## config.mk

```make
export PLATFORM = sky130hd
export DESIGN_NAME = iou_queue
export DESIGN_NICKNAME = d
export VERILOG_FILES = /design/src/hdl/iou_pkg.sv /design/src/hdl/iou_queue.sv
export SDC_FILE = /design/constraint.sdc
export NUM_CORES = 1
export LEC_CHECK = 0
export CORE_MARGIN = 2
export CORE_UTILIZATION = 35
export CTS_CLUSTER_SIZE = 14
export DETAILED_ROUTE_END_ITERATION = 12
export DONT_BUFFER_PORTS = 1
export GPL_ROUTABILITY_DRIVEN = 0
export MAX_ROUTING_LAYER = met4
export SYNTH_ARGS = -nofsm -noshare
export SYNTH_HDL_FRONTEND = slang
export SYNTH_SLANG_ARGS = --single-unit
```

## constraint.sdc

```tcl
create_clock -name clk -period 2.4 [get_ports clk]
set_input_delay 0 -clock clk [delete_from_list [all_inputs] [get_ports clk]]
set_output_delay 0 -clock clk [all_outputs]
set_load 0.01 [all_outputs]
```

## src/hdl/iou_pkg.sv

```systemverilog
// Shared widths, reset values, queue record and back-end state type for the
// best-IoU box matcher. No dependencies; every other file imports this one.
package iou_pkg;

	localparam int COORD_BITS = 14;
	localparam int DIM_BITS   = COORD_BITS - 1;
	localparam int EXT_BITS   = COORD_BITS + 1;
	localparam int AREA_BITS  = 2 * DIM_BITS;
	localparam int RAREA_BITS = 2 * EXT_BITS;
	localparam int SUM_BITS   = RAREA_BITS + 1;
	localparam int UNI_BITS   = AREA_BITS + 3;
	localparam int PROD_BITS  = AREA_BITS + UNI_BITS;

	localparam int THR_BITS   = 9;
	localparam logic [THR_BITS-1:0] THR_RESET = 9'd154;
	localparam int THRP_BITS  = THR_BITS + UNI_BITS;
	localparam int FRAC_BITS  = 8;

	localparam int MAX_CANDS  = 256;
	localparam int CNT_BITS   = $clog2(MAX_CANDS + 1);
	localparam int IDX_BITS   = 8;

	localparam int QDEPTH     = 4;
	localparam int QPTR_BITS  = $clog2(QDEPTH);
	localparam int QCNT_BITS  = $clog2(QDEPTH + 1);

	typedef struct packed {
		logic [AREA_BITS-1:0] inter;
		logic [UNI_BITS-1:0]  uni;
		logic                 ok;
		logic                 last;
	} cand_rec_t;

	typedef struct packed {
		logic [QCNT_BITS-1:0] level;
		logic                 empty;
	} q_status_t;

	typedef enum logic [2:0] {
		B_IDLE,
		B_MUL,
		B_UPD,
		B_THR,
		B_OUT
	} back_state_t;

endpackage

```

## src/hdl/iou_queue.sv

```systemverilog
// Small FIFO of candidate records between the front and back ends.
// Depends on iou_pkg.
module iou_queue import iou_pkg::*; (
	input  logic      clk,
	input  logic      arst_n,
	input  logic      push,
	input  cand_rec_t push_rec,
	input  logic      pop,
	output cand_rec_t pop_rec,
	output q_status_t stat
);

	cand_rec_t            entry_q [QDEPTH];
	logic [QPTR_BITS-1:0] head_q, tail_q;
	logic [QCNT_BITS-1:0] count_q;

	always_ff @(posedge clk or negedge arst_n) begin
		if (!arst_n) begin
			head_q  <= '0;
			tail_q  <= '0;
			count_q <= '0;
		end else begin
			if (push) tail_q <= tail_q + 1'b1;
			if (pop)  head_q <= head_q + 1'b1;
			if (push && !pop)      count_q <= count_q + 1'b1;
			else if (pop && !push) count_q <= count_q - 1'b1;
		end
	end

	always_ff @(posedge clk) begin
		if (push) entry_q[tail_q] <= push_rec;
	end

	assign pop_rec    = entry_q[head_q];
	assign stat.level = count_q;
	assign stat.empty = (count_q == '0);

endmodule

```

### Word level (Yosys, flattened, before mapping)

Memory sizes are Yosys's and may differ from the RTL's.
Index checks and enable logic that the tools add are counted.

* input port bits: 61
* memory bits (writable): 228
* bits in registers: 7
* memories kept: 1
* output and inout bits: 61
* word-level logic and storage cells: 18

Memory list
* entry_q: depth 4, bits a word 57, rd ports 1, clocked after Yosys merged registers in 0, wr ports 1, RTL line iou_queue.sv:13 `cand_rec_t entry_q [QDEPTH];`

* reductions and logical operators: 6
* multiplexer cells: 4
* $add $sub $neg: 4

Operators with widths (count)
* two-way mux 3 bit: 2
* adder 2 x 1 -> 2 bit (second input constant): 2
* adder 3 x 1 -> 3 bit (second input constant): 1
* logical NOT 3 bit: 1
* subtractor 3 x 1 -> 3 bit (second input constant): 1
* logical AND 1 bit: 2
* logical NOT 1 bit: 2
* two-way mux 1 bit: 2
* nonzero test 2 bit: 1

### Logic depth before layout (Yosys ltp)

* word-level depth: 4
* depth in mapped cells: 7

### Least setup slack after synthesis

OpenSTA, ideal clock, no wires.

* path type: reg2reg
* start point: reg tail_q[0]
* end point: mem entry_q[0][0] (netlist bit), enable pin
* library setup time: 0.421 ns
* path buffers: 0
* slack: 0.010 ns
* arrival time: 1.970 ns
* period minus slack after synthesis: 2.390 ns
* data required time: 1.979 ns
* cell stages (with the launch flop): 4
* cell sequence: dfrtp_1 > inv_1 > ha_1 > and2_1

RTL lines
* start: declaration: RTL line iou_queue.sv:14 `logic [QPTR_BITS-1:0] head_q, tail_q;`
* start signal: assignment: RTL line iou_queue.sv:23 `if (push) tail_q <= tail_q + 1'b1;`
* end: declaration: RTL line iou_queue.sv:13

Straight into the memory's write port.

==> impl_results.md <==
* DRT Wirelength at 15300 um
* Crit. End Element: output pin
* Worst Path Required at 2.40 ns
* CTS tree: yes
* Leading area contributor after synthesis: edfxtp_1
* IO buf count at 0
* Via count at 3622
* Ports at 122
* Yosys warns at 0
* Initial Util at 35.6%
* Fillers at 2085
* TritonRoute pass-1 iters at 4
* Number of synthesized flops with an enable pin at 228
* ANT nets after route at 0
* Rows at 57
* Die area at 25900 sq um
* Synth top area cells: edfxtp_1, mux4_2, dfrtp_1
* First-pass GRT wire length at 23600 um
* Clock root cell: clkbuf_16
* Initial DRC count at 145
* Mean Syn Cell Area at 26.0 sq um
* Sequential area share after synthesis at 81.5%
* Commonest cells post-synth: edfxtp_1, mux4_2, dfrtp_1, ha_1
* Clock latency on the worst-skew pair at 0.51 ns
* Post-DP Area at 9090 sq um
* Relative slew slack at 63.9%
* Worst-margin pin slew at 0.542 ns
* Yosys cell types at 19
* P_leak at 3.36 nW
* # DRC at 0
* ANT cells at 0
* Max cap viols at 0
* Fmax at 469 MHz
* Max-slew violations at 0
* Most common flop cell mapped by yosys: edfxtp_1
* Post-detail-place hpwl at 9190 um
* Top cell type's share of synthesized area at 79.4%
* Initial antenna violation count at 0
* Most frequent cell after synthesis: edfxtp_1
* Syn Inst Count at 331
* Worst Skew at 0.0138 ns
* Status: completed
* Core area at 24200 sq um
* Area added between synthesis and finish at 21.2%
* Final Cycle Share at 88.8%
* Tightest Hold Check Type: in2reg
* Cell area after synthesis at 8620 sq um
* Hold Vio Cnt, Final at 0
* Post-synth net total at 398
* Nets at 483
* Clock buffer depth at 3
* Crit path DAT at 2.13 ns
* Worst VDD drop at 0.000632 V
* Setup_tns at 0 ns
* Post-route design area at 10500 sq um
* Htree depth at 1
* Worst-path clk slew at 0.06 ns
* Die Y at 161 um
* Shortest period the worst path allows at 2.13 ns
* Layout cell share with drive strength beyond 1 at 24.5%
* Detailed-route vias per instance at 4.78
* Final core utilization at 43.1%
* Number of global-route vias before repair at 4132
* Post-synth ARST share at 2.98%
* Largest net degree at the start of global routing at 35
* Max Fanout on Critical Path at 20
* Startpoint Class: flop
* Routed WL per cell at 20.2 um
* Number of clock sinks at 235
* Final setup violation count at 0
* Synth Register Bits at 235
* Critical path class: reg2out
* RSZ-0062 raised after global routing: false
* Global Route Usage Sum at 12.3%
* P per Cell Area at 1180 nW/um^2
* CTS Buf Count at 24
* GR Overflow Total at 0
* Die width at 161 um
[placed cells by master (no fill, tap or decap), types with 4 or more instances in the layout]
master / netlist / routed
inv_1: 4 / 4
clkbuf_1: 0 / 6
clkinv_2: 0 / 4
clkbuf_16: 0 / 25
and2_4: 0 / 4
mux4_2: 57 / 57
buf_4: 4 / 5
buf_12: 2 / 6
xor2_1: 4 / 4
clkinv_1: 0 / 6
edfxtp_1: 228 / 228
ha_1: 5 / 5
dlygate4sd3_1: 0 / 61
dfrtp_1: 7 / 5
[stage by stage]
stage          worst slack, ns  hold slack, ns  power, mW  cells
3_5_place_dp             0.686          -0.295       8.86    653
4_1_cts                  0.199          0.0519       12.5    757
5_1_grt                  0.143          0.0577       12.9    757
3_3_place_gp             0.715          -0.295       8.77    653
6_report                 0.270          0.0572       12.3    757
2_1_floorplan          0.00980          -0.296       8.05    331
[worst max-delay path: stages, from the launching register on]
cell and delay [ns]:
dfrtp_4 0.71, buf_4 0.32, mux4_2 0.58
[area by class of cell]
type / count / area [sq um] / share of cell area, %
sequential: 235 / 7030 / 67.2
multi-input combinational: 79 / 1490 / 14.2
timing repair buffer: 72 / 768 / 7.35
clock buffer: 31 / 648 / 6.20
tap: 324 / 405 / 3.88
clock inverter: 12 / 103 / 0.982
inverter: 4 / 15.0 / 0.144
[registers in the layout (all words and copies together) (netlist names)]
name	count
entry_q	228
tail_q	2
count_q	3
head_q	2
[per-layer routing]
metal | track usage, % | share of wire (%) | up-vias
met4 | 3.41 | 2.4 | 0
met5 | - | 0 | -
met3 | 3.33 | 6.5 | 30
li1 | - | - | 1587
met2 | 20.9 | 51 | 105
met1 | 14.5 | 41 | 1900
[logic make-up after synthesis]
| kind of cell | share of synthesized area [%] |
|---|---|
| buffers and inverters | 1.42 |
| xor gates and xnor gates | 0.610 |
| adders and majority gates | 0.958 |
| DFF | 81.5 |
| muxes | 15.0 |
| AOI/OAI and AO/OA | 0.0580 |
| and+or+nand+nor | 0.479 |
[timing repair]
| item | in CTS | in global routing |
|---|---|---|
| buffers inserted | 0 | 0 |
| gates resized for setup | 0 | 0 |
| hold endpoints to repair | 303 | 0 |
| hold buffers | 61 | 0 |
[path summary, 6_finish.rpt]
kind	slack, ns	start	endpoint	depth (start not counted)
min in group asynchronous	0.35	arst_n	count_q[1]$_DFFE_PN0P_	2
hold reg to reg	0.55	tail_q[0]$_DFFE_PN0P_	tail_q[0]$_DFFE_PN0P_	1
max in group asynchronous	1.77	arst_n	head_q[0]$_DFFE_PN0P_	2
setup reg to reg	0.69	tail_q[1]$_DFFE_PN0P_	entry_q[1][51]$_DFFE_PP_	4
hold / removal	0.06	push	entry_q[0][40]$_DFFE_PP_	2
setup / recovery	0.27	head_q[0]$_DFFE_PN0P_	pop_rec[47]	2
[report_power, final]
group,internal (mW),leakage (nW),total (mW),switching (mW)
Clock,2.11,0.368,3.51,1.41
Combinational,1.37,0.812,3.08,1.72
Sequential,5.37,2.17,5.69,0.313
Total,8.85,3.36,12.3,3.44
Note: power is estimated with default switching activity, not from simulation.
