--- src/hdl/iou_pkg.sv ---
// Shared widths, reset values, queue record and back-end state type for the
// best-IoU box matcher. No dependencies; every other file imports this one.
package iou_pkg;

	localparam int COORD_BITS = 14;
	localparam int DIM_BITS   = COORD_BITS - 1;
	localparam int EXT_BITS   = COORD_BITS + 1;
	localparam int AREA_BITS  = 2 * DIM_BITS;
	localparam int RAREA_BITS = 2 * EXT_BITS;
	localparam int SUM_BITS   = RAREA_BITS + 1;
	localparam int UNI_BITS   = AREA_BITS + 3;
	localparam int PROD_BITS  = AREA_BITS + UNI_BITS;

	localparam int THR_BITS   = 9;
	localparam logic [THR_BITS-1:0] THR_RESET = 9'd154;
	localparam int THRP_BITS  = THR_BITS + UNI_BITS;
	localparam int FRAC_BITS  = 8;

	localparam int MAX_CANDS  = 256;
	localparam int CNT_BITS   = $clog2(MAX_CANDS + 1);
	localparam int IDX_BITS   = 8;

	localparam int QDEPTH     = 4;
	localparam int QPTR_BITS  = $clog2(QDEPTH);
	localparam int QCNT_BITS  = $clog2(QDEPTH + 1);

	typedef struct packed {
		logic [AREA_BITS-1:0] inter;
		logic [UNI_BITS-1:0]  uni;
		logic                 ok;
		logic                 last;
	} cand_rec_t;

	typedef struct packed {
		logic [QCNT_BITS-1:0] level;
		logic                 empty;
	} q_status_t;

	typedef enum logic [2:0] {
		B_IDLE,
		B_MUL,
		B_UPD,
		B_THR,
		B_OUT
	} back_state_t;

endpackage

--- src/hdl/iou_back.sv ---
// Back end: serial compare-and-update of the best IoU pair, threshold test
// at end of run and the result register. Depends on iou_pkg.
module iou_back import iou_pkg::*; (
	input  logic                clk,
	input  logic                arst_n,
	input  logic [THR_BITS-1:0] thr,
	input  q_status_t           q_stat,
	input  cand_rec_t           pop_rec,
	output logic                pop,
	output logic                out_valid,
	input  logic                out_stall,
	output logic                found,
	output logic [IDX_BITS-1:0] best_index
);

	back_state_t state_q, state_d;

	cand_rec_t             cur_q;
	logic [PROD_BITS-1:0]  prod_new_q, prod_best_q;
	logic [THRP_BITS-1:0]  thr_prod_q;
	logic [AREA_BITS-1:0]  best_inter_q;
	logic [UNI_BITS-1:0]   best_union_q;
	logic [IDX_BITS-1:0]   best_pos_q;
	logic                  have_best_q;
	logic [CNT_BITS-1:0]   cand_count_q;
	logic                  out_valid_q, found_q;
	logic [IDX_BITS-1:0]   best_index_q;

	logic counting, take, load_out, hit;

	assign counting = cand_count_q < CNT_BITS'(MAX_CANDS);
	assign hit = have_best_q &&
		({(THRP_BITS-AREA_BITS-FRAC_BITS)'(0), best_inter_q, FRAC_BITS'(0)} >= thr_prod_q);

	always_comb begin
		state_d = state_q;
		unique case (state_q)
			B_IDLE: if (!q_stat.empty) state_d = B_MUL;
			B_MUL:  state_d = B_UPD;
			B_UPD:  state_d = cur_q.last ? B_THR : B_IDLE;
			B_THR:  state_d = B_OUT;
			B_OUT:  if (!out_valid_q || !out_stall) state_d = B_IDLE;
			default: state_d = B_IDLE;
		endcase
	end

	always_comb begin
		pop      = 1'b0;
		take     = 1'b0;
		load_out = 1'b0;
		unique case (state_q)
			B_IDLE: pop = !q_stat.empty;
			B_UPD:  take = cur_q.ok && counting && (!have_best_q || prod_new_q > prod_best_q);
			B_OUT:  load_out = !out_valid_q || !out_stall;
			default: ;
		endcase
	end

	always_ff @(posedge clk or negedge arst_n) begin
		if (!arst_n) begin
			state_q      <= B_IDLE;
			have_best_q  <= 1'b0;
			cand_count_q <= '0;
			best_inter_q <= '0;
			best_union_q <= '0;
			best_pos_q   <= '0;
			out_valid_q  <= 1'b0;
		end else begin
			state_q <= state_d;
			if (take) begin
				best_inter_q <= cur_q.inter;
				best_union_q <= cur_q.uni;
				best_pos_q   <= cand_count_q[IDX_BITS-1:0];
				have_best_q  <= 1'b1;
			end
			if (state_q == B_UPD && counting) cand_count_q <= cand_count_q + 1'b1;
			if (load_out) begin
				// clear the run once its result is registered
				have_best_q  <= 1'b0;
				cand_count_q <= '0;
				best_inter_q <= '0;
				best_union_q <= '0;
				best_pos_q   <= '0;
			end
			if (load_out)       out_valid_q <= 1'b1;
			else if (!out_stall) out_valid_q <= 1'b0;
		end
	end

	always_ff @(posedge clk) begin
		if (pop) cur_q <= pop_rec;
		if (state_q == B_MUL) begin
			prod_new_q  <= PROD_BITS'(cur_q.inter) * PROD_BITS'(best_union_q);
			prod_best_q <= PROD_BITS'(best_inter_q) * PROD_BITS'(cur_q.uni);
		end
		if (state_q == B_THR) thr_prod_q <= THRP_BITS'(thr) * THRP_BITS'(best_union_q);
		if (load_out) begin
			found_q      <= hit;
			best_index_q <= hit ? best_pos_q : '0;
		end
	end

	assign out_valid  = out_valid_q;
	assign found      = found_q;
	assign best_index = best_index_q;

endmodule

--- config.mk ---
export PLATFORM = sky130hd
export DESIGN_NAME = iou_back
export DESIGN_NICKNAME = d
export VERILOG_FILES = /design/src/hdl/iou_pkg.sv /design/src/hdl/iou_back.sv
export SDC_FILE = /design/constraint.sdc
export NUM_CORES = 2
export LEC_CHECK = 0
export BUFFER_PORTS_ARGS = -buffer_cell sky130_fd_sc_hd__buf_2
export CAP_MARGIN = 20
export CORE_AREA = 2 2 327 329
export CTS_CLUSTER_DIAMETER = 40
export CTS_CLUSTER_SIZE = 30
export DETAILED_ROUTE_END_ITERATION = 6
export DIE_AREA = 0 0 329 331
export PLACE_DENSITY = 0.81
export SYNTH_ARGS = -nofsm -noshare
export SYNTH_HDL_FRONTEND = slang
export SYNTH_SLANG_ARGS = --single-unit
export TNS_END_PERCENT = 10
--- constraint.sdc ---
create_clock -name clk -period 15.3 [get_ports clk]
set_input_delay 3.825 -clock clk [delete_from_list [all_inputs] [get_ports clk]]
set_output_delay 3.825 -clock clk [all_outputs]
set_load 0.05 [all_outputs]
# After elaboration in Yosys (flattened, before gate mapping)
# Cells that the tools add are included.
[classes]
n_addsub = 1
n_mul = 3
n_div = 0
magnitude_cmp = 3
eq_ne = 7
n_shift = 0
muxes = 19
bitwise = 0
n_reduce_logical = 14
[op_table]
columns = ["op", "n"]
rows = [
  ["multiplier 26 x 29 -> 55 bit", 2],
  ["two-way mux 29 bit", 2],
  ["greater-than comparator 55 bit", 1],
  ["two-way mux 26 bit", 2],
  ["greater-or-equal comparator 34 x 38 -> 1 bit", 1],
  ["multiplier 9 x 29 -> 38 bit", 1],
  ["two-way mux 9 bit", 2],
  ["two-way mux 8 bit", 2],
  ["one-hot mux 3 bit (5 select lines)", 1],
  ["adder 9 x 1 -> 9 bit (second input constant)", 1],
  ["< comparator 9 bit (second input constant)", 1],
  ["two-way mux 1 bit", 7],
  ["== test 3 x 2 -> 1 bit (second input constant)", 2],
  ["two-way mux 3 bit", 2],
  ["logical AND 1 bit", 4],
  ["logical NOT 1 bit", 4],
  ["inequality test 2 bit (second input constant)", 2],
  ["nonzero test 2 bit", 2],
  ["== test 3 x 1 -> 1 bit (second input constant)", 1],
  ["== test 3 bit (second input constant)", 1],
  ["logical NOT 3 bit", 1],
  ["logical OR 1 bit", 2],
  ["two-way mux 2 bit", 1],
  ["inequality test 2 x 1 -> 1 bit (second input constant)", 1],
  ["AND reduction 2 bit", 1],
]
[word_totals]
ff_bits = 291
latch_bits = 0
ramBits = 0
romBits = 0
in_bits = 73
out_inout_bits = 11
elab_cells = 63
memories = 0

# Longest topological paths before layout
[depth]
depth_word = 6
ltp_mapped = 28
depth_no_buf = 25

# Worst setup path before layout
# Ideal clock, no wire load.
[synth_path]
path_type = "input port to output port"
startpoint = "input port q_stat[0] in the netlist's numbering"
endpoint = "output port pop"
arrival_time_ps = 10593
required_time_ps = 11475
setup_slack_ps = 882
path_stages = 1
path_buffers = 0
path_cell_list = "nor4_1"
[synth_via]
elab_chain_cells = 2
[synth_lines]
columns = ["element", "line", "source"]
rows = [
  ["start: declaration", "iou_back.sv:7", "input q_status_t q_stat,"],
  ["logical NOT 1 bit", "iou_back.sv:52", "B_IDLE: pop = !q_stat.empty;"],
  ["two-way mux 1 bit", "iou_back.sv:51", "unique case (state_q)"],
  ["end: declaration", "iou_back.sv:9", "output logic pop,"],
]
# No other way between the ends.

# Worst setup path after layout
[layout_path]
startpoint = "input port thr[0]"
endpoint = "register thr_prod_q[36], data pin"
[layout_via]
elab_chain_cells = 1
[layout_lines]
columns = ["element", "line", "source"]
rows = [
  ["start: declaration", "iou_back.sv:6", "input logic [THR_BITS-1:0] thr,"],
  ["multiplier 9 x 29 -> 38 bit", "iou_back.sv:96", "if (state_q == B_THR) thr_prod_q <= THRP_BITS'(thr) * THRP_BITS'(best_union_q);"],
  ["end signal: assignment", "iou_back.sv:96", ""],
  ["end: declaration", "iou_back.sv:20", "logic [THRP_BITS-1:0] thr_prod_q;"],
]
# No other way between the ends.
# A chain may end at the register's enable or synchronous reset.

==> flow_summary.json <==
{
  "run_status": "finished clean",
  "global_route_wire_length_before_repair_mm": 286,
  "detail_route.wl_per_cell_um": 20.8,
  "setup_viol_count_final": 0,
  "tns_ns": 0,
  "syn-num-nets": 9227,
  "worstPathBufferInverterCount": 4,
  "floorplan.die_area_sq_um": 109000,
  "finalHoldViolCount": 0,
  "globalplace.congestion": 0.965,
  "yosysWarnings": 0,
  "hold_path.startpoint": "best_inter_q[19]",
  "clkSinkCount": 291,
  "worst_setup_hold_path_clk_slew_ns": 0.06,
  "worstSkewPairLatency_ns": 0.68,
  "fill_cells": 7895,
  "synth_enable_flop_cells": 214,
  "router_iterations_before_antenna_repair": 6,
  "drt-total-wl_mm": 175,
  "worst_setup_path_start_kind": "input port",
  "worst_hold_endpoint": "best_inter_q[19]",
  "final_net_count": 9074,
  "slew_headroom": 0.246,
  "die_y_um": 331,
  "achievable-frequency_mhz": 112,
  "seq_area_sq_um": 8350,
  "maxCapViolations": 0,
  "crit_path_cell_trace": "buf_2 -> nand2_1 -> fa_1 -> inv_1 -> fa_1 -> inv_1 -> fa_1 -> inv_1 -> fa_1 -> ha_1 -> a21o_1 -> a21oi_1 -> nor2b_1 -> a211o_1 -> a31oi_2 -> a2111oi_1 -> a2111oi_4 -> nor3b_1 -> nor3_2 -> xnor2_1",
  "flow.area_growth_from_synthesis_pct": 4.85,
  "critical-path-max-stage-delay_ns": 0.70,
  "pre_cts_slack_ns": 5.73,
  "combined_area_of_the_multi_input_logic_cells_sq_um": 51800,
  "worstSetupStartpoint": "thr[0]",
  "required_ns": 15.74,
  "number_of_buffers_added_on_ports": 80,
  "endpoint_kind": "flip-flop",
  "ff2ff_path_depth": 25,
  "slew_at_the_pin_closest_to_its_max_slew_limit_ns": 1.13,
  "num_io_pins": 84,
  "cts_tree": "yes",
  "cts.repair_timing.setup_buffer_count": 0,
  "worstPathMaxFanout": 29,
  "core.rowCount": 119,
  "synth_area_sq_um": 67800,
  "design.core.area_sq_um": 105000,
  "final_antenna_net_count": 0,
  "hpwl_mm": 129,
  "synthCells": 7144,
  "r2r_end": "prod_new_q[54]",
  "crit-reg2reg-launch": "best_union_q[10]",
  "synth-seq-cells": 291,
  "synthesis.area_per_instance_sq_um": 9.49,
  "first_global_vias": 54000,
  "layout_cells_sized_above_1": 0.0437,
  "setup_slack_ns": 6.38,
  "horizontal_extent_of_the_die_um": 329,
  "grt_setup_unrepaired": "false",
  "fin_crit_sh": 0.583,
  "worstSetupPathType": "input port to flip-flop",
  "initial_core_util": 0.646,
  "min_path_cells": 1,
  "clockRootBuffer": "clkbuf_16",
  "placed_cells": 8330,
  "ys.flop_type": "edfxtp_1",
  "track_usage": 0.340,
  "worstHoldPathType": "flip-flop to flip-flop",
  "detail_route.drc_violations": 0,
  "gr_ovfl_total": 0,
  "cts_buffer_depth": 3,
  "async_flop_share": 0.265,
  "post_cts_hold_fix_bufs": 0,
  "number_of_vias_per_cell": 5.83,
  "layout_min_cycle_time_ns": 8.92,
  "worst_path_most_repeated_cell": "fa_1",
  "filler_free_cell_count_of_the_finished_design": 8423,
  "drt_iter0_markers": 3988,
  "cts.repair.resized": 0,
  "grt_start_max_net_pins": 86,
  "detailroute.via_count": 49100,
  "arrival_ns": 9.36,
  "htree_levels": 2,
  "rrSetupSlack_ns": 6.66,
  "worst_clock_skew_ns": 0.0537,
  "antenna_found_initial": 8,
  "crit_family": "adder cells",
  "timing.critical_path.slowest_stage_cell": "a2111oi_1",
  "ys_types": 70,
  "numCtsBuffers": 47,
  "drv_slew": 0,
  "synth.yosys.seq_area_share": 0.123
}
## through the flow
step | hold slack [ns] | utilization | cell area [sq um]
final | 0.499 | 0.678 | 71100
after global routing | 0.510 | 0.677 | 71100
after CTS | 0.500 | 0.677 | 71100
after detailed placement | 0.482 | 0.661 | 69400
after global placement | 0.476 | 0.661 | 69400
after floorplan | 0.458 | - | 67800
## synthesized netlist by cell type, types with 77 or more instances
master | n | area [sq um]
a21oi_1 | 167 | 836
inv_1 | 1639 | 6150
and2_1 | 925 | 5790
ha_1 | 528 | 6610
nor2_1 | 85 | 319
nand2_1 | 942 | 3540
a21o_1 | 100 | 751
xnor2_1 | 88 | 771
clkbuf_1 | 392 | 1470
fa_1 | 1482 | 29700
dfrtp_1 | 77 | 1930
edfxtp_1 | 214 | 6430
o21ai_0 | 78 | 390
## cell families after synthesis
kind of cell / Yosys count / share of synthesized area
AO/OA/AOI/OAI: 545 / 0.0539
AND/OR/NAND/NOR: 2123 / 0.158
XOR/XNOR: 129 / 0.0167
multiplexers: 4 / 0.000590
buffers and inverters: 2042 / 0.113
adder cells (fa/ha/maj): 2010 / 0.535
flip-flops: 291 / 0.123
## area by class of cell
class	instances	share of cell area
inverters	1640	0.0866
repair buffers	200	0.0194
multi-input cells	4811	0.729
diodes	2	0.0000704
well taps	1391	0.0245
clock buffers	48	0.0166
clock inverters	40	0.00660
flip-flops and latches	291	0.117
## registers in the layout, indices dropped and copies added, names as in the netlist
signal / count
cur_q: 57
prod_best_q: 55
prod_new_q: 55
thr_prod_q: 38
best_union_q: 29
best_inter_q: 26
cand_count_q: 9
best_index: 8
best_pos_q: 8
state_q: 3
found: 1
have_best_q: 1
out_valid: 1
## placed cells by master (no fill, tap or decap), types with 24 or more instances in the layout
cell type     n
ha_1        528
clkbuf_16    47
dfrtp_1      76
o21ai_0      78
fa_1       1482
and2_1      925
xnor2_1      88
edfxtp_1    214
nor2_1       84
nand2_1     942
nand4_1      37
inv_1      1639
a21o_1      100
xor2_1       41
buf_2        79
buf_4       116
a22o_1       64
nand3_1      29
a21oi_1     165
o21a_1       24
## routing by layer
metal	routed length, um	vias up	track usage
met5	48	-	0
met4	10300	8	0.173
met3	18300	632	0.0769
met2	83800	2430	0.566
met1	62400	25200	0.419
li1	-	20900	-
## how the worst max path moves through the flow
stage	end	slack, ns	cells after the start
4_1_cts	pop	6.37	4
6_report	thr_prod_q[36]	6.38	20
5_1_grt	thr_prod_q[36]	6.10	20
2_1_floorplan	pop	0.88	1
3_3_place_gp	thr_prod_q[36]	5.81	20
3_5_place_dp	thr_prod_q[36]	5.73	20
Power is not shown: default switching activity piles up to over one toggle a cycle in this logic, so the estimate is an artifact.
