--- src/hdl/iou_pkg.sv ---
// Shared widths, reset values, queue record and back-end state type for the
// best-IoU box matcher. No dependencies; every other file imports this one.
package iou_pkg;

	localparam int COORD_BITS = 14;
	localparam int DIM_BITS   = COORD_BITS - 1;
	localparam int EXT_BITS   = COORD_BITS + 1;
	localparam int AREA_BITS  = 2 * DIM_BITS;
	localparam int RAREA_BITS = 2 * EXT_BITS;
	localparam int SUM_BITS   = RAREA_BITS + 1;
	localparam int UNI_BITS   = AREA_BITS + 3;
	localparam int PROD_BITS  = AREA_BITS + UNI_BITS;

	localparam int THR_BITS   = 9;
	localparam logic [THR_BITS-1:0] THR_RESET = 9'd154;
	localparam int THRP_BITS  = THR_BITS + UNI_BITS;
	localparam int FRAC_BITS  = 8;

	localparam int MAX_CANDS  = 256;
	localparam int CNT_BITS   = $clog2(MAX_CANDS + 1);
	localparam int IDX_BITS   = 8;

	localparam int QDEPTH     = 4;
	localparam int QPTR_BITS  = $clog2(QDEPTH);
	localparam int QCNT_BITS  = $clog2(QDEPTH + 1);

	typedef struct packed {
		logic [AREA_BITS-1:0] inter;
		logic [UNI_BITS-1:0]  uni;
		logic                 ok;
		logic                 last;
	} cand_rec_t;

	typedef struct packed {
		logic [QCNT_BITS-1:0] level;
		logic                 empty;
	} q_status_t;

	typedef enum logic [2:0] {
		B_IDLE,
		B_MUL,
		B_UPD,
		B_THR,
		B_OUT
	} back_state_t;

endpackage

--- src/hdl/iou_front.sv ---
// Front end: accepts candidates, computes intersection and union areas in a
// two-stage pipeline and pushes one record per candidate. Depends on iou_pkg.
module iou_front import iou_pkg::*; (
	input  logic                         clk,
	input  logic                         arst_n,
	input  logic                         in_valid,
	output logic                         in_stall,
	input  logic signed [COORD_BITS-1:0] cand_x,
	input  logic signed [COORD_BITS-1:0] cand_y,
	input  logic        [DIM_BITS-1:0]   cand_w,
	input  logic        [DIM_BITS-1:0]   cand_h,
	input  logic signed [COORD_BITS-1:0] ref_left,
	input  logic signed [COORD_BITS-1:0] ref_top,
	input  logic signed [COORD_BITS-1:0] ref_right,
	input  logic signed [COORD_BITS-1:0] ref_bottom,
	input  logic                         last_cand,
	input  q_status_t                    q_stat,
	output logic                         push,
	output cand_rec_t                    push_rec
);

	logic                       accept;
	logic signed [EXT_BITS-1:0] cx, cy, cx2, cy2, rl, rt, rr, rb;
	logic signed [EXT_BITS-1:0] xx1, yy1, xx2, yy2;
	logic signed [EXT_BITS:0]   dx, dy;
	logic        [DIM_BITS-1:0] w_c, h_c;
	logic        [QCNT_BITS:0]  occupancy;

	logic                        v_s1, v_s2;
	logic                        last_s1, last_s2;
	logic [DIM_BITS-1:0]         w_s1, h_s1, cw_s1, ch_s1;
	logic signed [EXT_BITS-1:0]  rw_s1, rh_s1;
	logic [AREA_BITS-1:0]        inter_s2, carea_s2;
	logic signed [RAREA_BITS-1:0] rarea_s2;
	logic signed [SUM_BITS-1:0]  uni_sum;

	// hold input while queue plus in-flight items could fill the queue
	assign occupancy = (QCNT_BITS+1)'(q_stat.level) + (QCNT_BITS+1)'(v_s1)
		+ (QCNT_BITS+1)'(v_s2);
	assign in_stall  = occupancy >= (QCNT_BITS+1)'(QDEPTH);
	assign accept    = in_valid && !in_stall;

	always_comb begin
		cx  = {cand_x[COORD_BITS-1], cand_x};
		cy  = {cand_y[COORD_BITS-1], cand_y};
		rl  = {ref_left[COORD_BITS-1], ref_left};
		rt  = {ref_top[COORD_BITS-1], ref_top};
		rr  = {ref_right[COORD_BITS-1], ref_right};
		rb  = {ref_bottom[COORD_BITS-1], ref_bottom};
		cx2 = cx + $signed({2'b00, cand_w});
		cy2 = cy + $signed({2'b00, cand_h});
		xx1 = (cx > rl) ? cx : rl;
		yy1 = (cy > rt) ? cy : rt;
		xx2 = (cx2 < rr) ? cx2 : rr;
		yy2 = (cy2 < rb) ? cy2 : rb;
		dx  = {xx2[EXT_BITS-1], xx2} - {xx1[EXT_BITS-1], xx1};
		dy  = {yy2[EXT_BITS-1], yy2} - {yy1[EXT_BITS-1], yy1};
		// overlap never exceeds the candidate size, so it fits DIM_BITS
		w_c = (dx > 0) ? dx[DIM_BITS-1:0] : '0;
		h_c = (dy > 0) ? dy[DIM_BITS-1:0] : '0;
	end

	always_ff @(posedge clk or negedge arst_n) begin
		if (!arst_n) begin
			v_s1 <= 1'b0;
			v_s2 <= 1'b0;
		end else begin
			v_s1 <= accept;
			v_s2 <= v_s1;
		end
	end

	always_ff @(posedge clk) begin
		if (accept) begin
			w_s1    <= w_c;
			h_s1    <= h_c;
			cw_s1   <= cand_w;
			ch_s1   <= cand_h;
			rw_s1   <= rr - rl;
			rh_s1   <= rb - rt;
			last_s1 <= last_cand;
		end
		if (v_s1) begin
			inter_s2 <= AREA_BITS'(w_s1) * AREA_BITS'(h_s1);
			carea_s2 <= AREA_BITS'(cw_s1) * AREA_BITS'(ch_s1);
			rarea_s2 <= RAREA_BITS'(rw_s1) * RAREA_BITS'(rh_s1);
			last_s2  <= last_s1;
		end
	end

	assign uni_sum = $signed({(SUM_BITS-AREA_BITS)'(0), carea_s2})
		+ $signed({rarea_s2[RAREA_BITS-1], rarea_s2})
		- $signed({(SUM_BITS-AREA_BITS)'(0), inter_s2});

	assign push = v_s2;
	always_comb begin
		push_rec.inter = inter_s2;
		push_rec.uni   = uni_sum[UNI_BITS-1:0];
		push_rec.ok    = !uni_sum[SUM_BITS-1] && (uni_sum != '0) && (inter_s2 != '0);
		push_rec.last  = last_s2;
	end

endmodule

--- config.mk ---
export PLATFORM = sky130hd
export DESIGN_NAME = iou_front
export DESIGN_NICKNAME = d
export VERILOG_FILES = /design/src/hdl/iou_pkg.sv /design/src/hdl/iou_front.sv
export SDC_FILE = /design/constraint.sdc
export NUM_CORES = 2
export LEC_CHECK = 0
export BUFFER_PORTS_ARGS = -buffer_cell sky130_fd_sc_hd__buf_2
export CAP_MARGIN = 15
export CORE_MARGIN = 8
export CORE_UTILIZATION = 61
export DETAILED_ROUTE_END_ITERATION = 10
export PLACE_DENSITY = 0.92
export SETUP_SLACK_MARGIN = 0.1
export SYNTH_ARGS = -nofsm -noshare
export SYNTH_HDL_FRONTEND = slang
export SYNTH_SLANG_ARGS = --single-unit
--- constraint.sdc ---
create_clock -name clk -period 8.23 [get_ports clk]
set_input_delay 0.4115 -clock clk [delete_from_list [all_inputs] [get_ports clk]]
set_output_delay 0.4115 -clock clk [all_outputs]
set_load 0.03 [all_outputs]
Yosys cells after proc, flatten, opt, wreduce, memory -nomap -nowiden
Cells that the tools add are included. Widths: inputs -> output; s select.

Flip-flop bits (word level): 168. Bits of input ports: 118. Output and inout port bits: 59. Word-level logic and storage cells: 44.

$add $sub $neg: 10. $mul: 3. $lt $le $gt $ge: 7. Multiplexer cells: 4. Reduce and logical (&&, ||, !) cells: 7.

Operators with widths (number): $mux 15 (4); $mul 13x13->26 (2); $gt 16x1->1 const B (2); $sub 15x15->16 (2); $add 27x30->31 (1); $reduce_bool 31->1 (1); $sub 31x27->31 (1); $add 14x14->15 (2); $lt 15x14->1 (2); $mul 15x15->30 (1); $sub 14x14->15 (2); $gt 14x14->1 (2); $reduce_bool 26->1 (1); $add 3x1->4 (1); $add 4x1->4 (1); $ge 4x3->1 const B (1); $logic_and 1x1->1 (3); $logic_not 1->1 (2).

Depth between registers and ports, before layout
Depth after elaboration: 5. Mapped depth: 33. Gate-level depth less buffers: 32.

Worst setup path after synthesis
OpenSTA, ideal clock, no wires.

Kind: reg2reg. Start point: reg rh_s1[5]. End point: reg rarea_s2[29], data pin. Data arrival time: 6.250 ns. Data required time: 7.971 ns. Path slack: 1.721 ns. Stages on the path, launching flop included: 23. Buffers on the path: 1. Period minus slack after synthesis: 6.509 ns. Path through: edfxtp_1 clkbuf_1 nand2_1 fa_1 inv_1 fa_1 inv_1 fa_1 inv_1 fa_1 fa_1 fa_1 ha_1 a21o_1 a221o_1 a221oi_2 a21oi_1 a41o_1 o41ai_2 o21ai_1 nor4_1 a21oi_1 xnor2_1.

Longest elaborated chain between the ends: 1.

Ends and longest elaborated chain: start, declared (line iou_front.sv:32) `logic signed [EXT_BITS-1:0] rw_s1, rh_s1;`; start signal, assigned (line iou_front.sv:80) `rh_s1 <= rb - rt;`; $mul 15x15->30 (line iou_front.sv:86) `rarea_s2 <= RAREA_BITS'(rw_s1) * RAREA_BITS'(rh_s1);`; end signal, assigned (line iou_front.sv:86); end, declared (line iou_front.sv:34) `logic signed [RAREA_BITS-1:0] rarea_s2;`.

Every way passes these cells. A chain may end at the register's enable or synchronous reset.

Worst setup path in the final report
Start point: in cand_y[0]. End point: reg h_s1[2], data pin.

Longest elaborated chain between the ends: 5. Elaborated cells between the ends (all ways): 7.

Ends and longest elaborated chain: start, declared (line iou_front.sv:9) `input logic signed [COORD_BITS-1:0] cand_y,`; $add 14x14->15 (line iou_front.sv:51) `cy2 = cy + $signed({2'b00, cand_h});`; $lt 15x14->1 (line iou_front.sv:55) `yy2 = (cy2 < rb) ? cy2 : rb;`; $mux 15 (line iou_front.sv:55); $sub 15x15->16 (*) (line iou_front.sv:57) `dy = {yy2[EXT_BITS-1], yy2} - {yy1[EXT_BITS-1], yy1};`; $gt 16x1->1 (line iou_front.sv:60) `h_c = (dy > 0) ? dy[DIM_BITS-1:0] : '0;`; end signal, assigned (line iou_front.sv:76) `h_s1 <= h_c;`; end, declared (line iou_front.sv:31) `logic [DIM_BITS-1:0] w_s1, h_s1, cw_s1, ch_s1;`.

Every way passes the cells marked *; elsewhere a longest branch is shown, timed or not.

==> results.cfg <==
[outcome]
status = completed

[detailed_routing]
drt_wl_total_um = 83390
initialDrtViolationCount = 2076
first_pass_iters = 6
wl_per_cell_um = 19.69
viasPerCell = 5.876
ant_nets = 0
vias = 24880
drc = 0

[layout]
layout_commonest_cell = inv_1
final_core_util_pct = 65.36
stdcell_count = 4234
area_growth_pct = 6.385
most-common-layout-cells = inv_1 (726), fa_1 (496), ha_1 (396)
nNetsFinal = 4540
final_layout_size_suffix_gt1_share_pct = 7.310

[critical_path]
r2r_start = rw_s1[7]
crit_buf_inv = 3
start_kind = input pin
cp.required_ns = 8.39
crit_family = compound AO/OA/AOI/OAI gates
end_kind = register
regToRegSetupSlack_ns = 1.14
r2r_cells = 21
max_stage_delay_ns = 0.79
slowest_stage = a41oi_1
crit_type = input pin to register
rr_endpoint = rarea_s2[29]
crit_arrival_ns = 7.37
cp_max_fo = 13

[die]
start_util_pct = 61.44
num_rows = 84
core-area_sq_um = 52340
die_w_um = 245.6
die_h_um = 245.6
die-area_sq_um = 60320
pin_count = 177

[clocking]
clk_transition_reported_paths_ns = 0.07
cts_buffers = 17
cts.repair_timing.setup_buffer_count = 0
h-tree-depth = 4
cts_buffer_depth = 2
clk_latency_ns = 0.46
cts_sinks = 168
cts_tree = built
root_buffer = clkbuf_16

[global_route]
grt_pass1_vias = 26560
gr-total-overflow = 0
antenna_found_initial = 5
track_usage_pct = 27.83
grt_max_degree = 78
grt_pass1_wl_um = 134200

[hold_path]
hold_start = last_cand
worstHoldPathCells = 1
min_to = last_s1
hold_path.class = input pin to register

[place]
routabilityCongestion = 0.9695
dp_hpwl_um = 69480
dp.cells = 4198
dpl_worst_slack_ns = 0.7889
port_buffers = 175

[timing]
finalSetupTns_ns = 0
worst_slew_pin_slew_ns = 0.9789
fin_ws_ns = 1.029
maxSlewViolCount = 0
setup_viol = 0
rsz0062_at_grt = no
skew_ns = 0.01148
fmax_mhz = 138.9
layout_min_cycle_time_ns = 7.201
fin_crit_sh_pct = 87.50
slew_headroom_pct = 33.88
hold_viol = 0

[synth]
yosysWarnings = 0
ys_types = 79
synth_edf_count = 166
ys_async_sr_fraction_pct = 1.190
syn_inst = 3424
ys.flop_type = edfxtp_1
synth_area_sq_um = 32160
ys_seq_elements = 168
yosysSeqAreaShare_pct = 15.66
synth_fp_nets = 4434
avgSynthCellArea_sq_um = 9.392

[flow_run]
maxCapViolations = 0
## cells by family after synthesis
| family | Yosys count | share of synthesized area (%) |
|---|---|---|
| adders and majority gates | 892 | 46.29 |
| xor gates and xnor gates | 144 | 3.945 |
| buffers and inverters | 821 | 9.607 |
| AOI/OAI and AO/OA | 416 | 8.556 |
| DFF | 168 | 15.66 |
| muxes | 58 | 1.914 |
| and+or+nand+nor | 925 | 14.03 |
## cell type report
| class | instances | area [sq um] |
|---|---|---|
| flip-flops and latches | 168 | 5039 |
| inverters | 726 | 2725 |
| clock buffers | 17 | 425.4 |
| multi-input cells | 2435 | 24040 |
| well taps | 688 | 860.8 |
| diodes | 3 | 7.507 |
| clock inverters | 15 | 181.4 |
| fillers | 3812 | 18130 |
| repair buffers | 182 | 930.9 |
## stage by stage
step,hold slack [ns],instance area [sq um]
global placement,0.1966,33590
floorplan,0.1159,32160
detailed placement,0.1983,33590
finish,0.1213,34210
global route,0.1183,34210
CTS,0.1097,34200
## synth_stat cells, drive strengths merged (4+ instances only)
| cell | n | area (sq um) |
|---|---|---|
| nor3 | 41 | 205.2 |
| o21a | 31 | 232.7 |
| inv | 726 | 2725 |
| a211oi | 27 | 207.7 |
| nor2b | 30 | 187.7 |
| nand4 | 8 | 50.05 |
| and3 | 13 | 81.33 |
| ha | 396 | 4955 |
| xor2 | 37 | 324.1 |
| a21boi | 15 | 112.6 |
| or2 | 4 | 25.03 |
| nand2 | 370 | 1389 |
| edfxtp | 166 | 4985 |
| nor2 | 118 | 442.9 |
| nand2b | 37 | 231.5 |
| or3 | 11 | 68.82 |
| nand3 | 30 | 150.1 |
| fa | 496 | 9930 |
| o21bai | 13 | 97.59 |
| o21ai | 102 | 514.3 |
| a21o | 37 | 277.8 |
| a21oi | 108 | 551.8 |
| a31oi | 8 | 50.05 |
| nor4 | 11 | 75.07 |
| or4 | 5 | 37.54 |
| o41ai | 9 | 101.4 |
| clkbuf | 89 | 334.1 |
| xnor2 | 107 | 944.7 |
| mux2 | 28 | 315.3 |
| mux2i | 30 | 300.3 |
| buf | 6 | 30.03 |
| and2 | 235 | 1470 |
| a2111oi | 7 | 80.08 |
| o211ai | 12 | 90.09 |
## worst reg2reg max path, cell delays in order, from the launching register on
cell	delay, ns
edfxtp_1	0.71
nand2_1	0.17
fa_1	0.56
inv_1	0.06
fa_1	0.54
inv_1	0.05
fa_1	0.50
inv_1	0.05
fa_1	0.48
fa_1	0.54
fa_1	0.50
ha_1	0.39
a21o_1	0.21
a221o_1	0.39
a221oi_2	0.35
a21oi_1	0.16
a41o_1	0.31
o41ai_2	0.29
o21ai_1	0.14
nor4_1	0.19
a21oi_1	0.08
xnor2_1	0.13
## how the worst max path moves through the flow
stage	start	endpoint	depth (start not counted)
after floorplan	rh_s1[5]	rarea_s2[29]	22
after global placement	cand_y[0]	h_s1[12]	32
after detailed placement	cand_y[0]	h_s1[12]	33
after CTS	rh_s1[6]	rarea_s2[29]	21
after global routing	cand_y[0]	h_s1[2]	31
final	cand_y[0]	h_s1[2]	29
## layer usage
| layer | up-vias | share of wire [%] | GRT usage (%) |
|---|---|---|---|
| li1 | 11100 | - | - |
| met1 | 12090 | 38 | 34.97 |
| met2 | 1400 | 47 | 45.95 |
| met3 | 279 | 10 | 5.810 |
| met4 | 4 | 4.5 | 12.74 |
| met5 | - | 0.028 | 0 |
## flip-flops by register name (all words and copies together), names as in the netlist
name      flops
v_s1          1
h_s1         13
rw_s1        15
ch_s1        13
rarea_s2     30
rh_s1        15
inter_s2     26
last_s1       1
carea_s2     26
w_s1         13
cw_s1        13
last_s2       1
push          1
## what timing repair did
| item | CTS | global route |
|---|---|---|
| hold endpoints to repair | 2 | 0 |
| resized for setup | 0 | 0 |
| hold buffers | 1 | 0 |
Power is not shown: default switching activity piles up to over one toggle a cycle in this logic, so the estimate is an artifact.
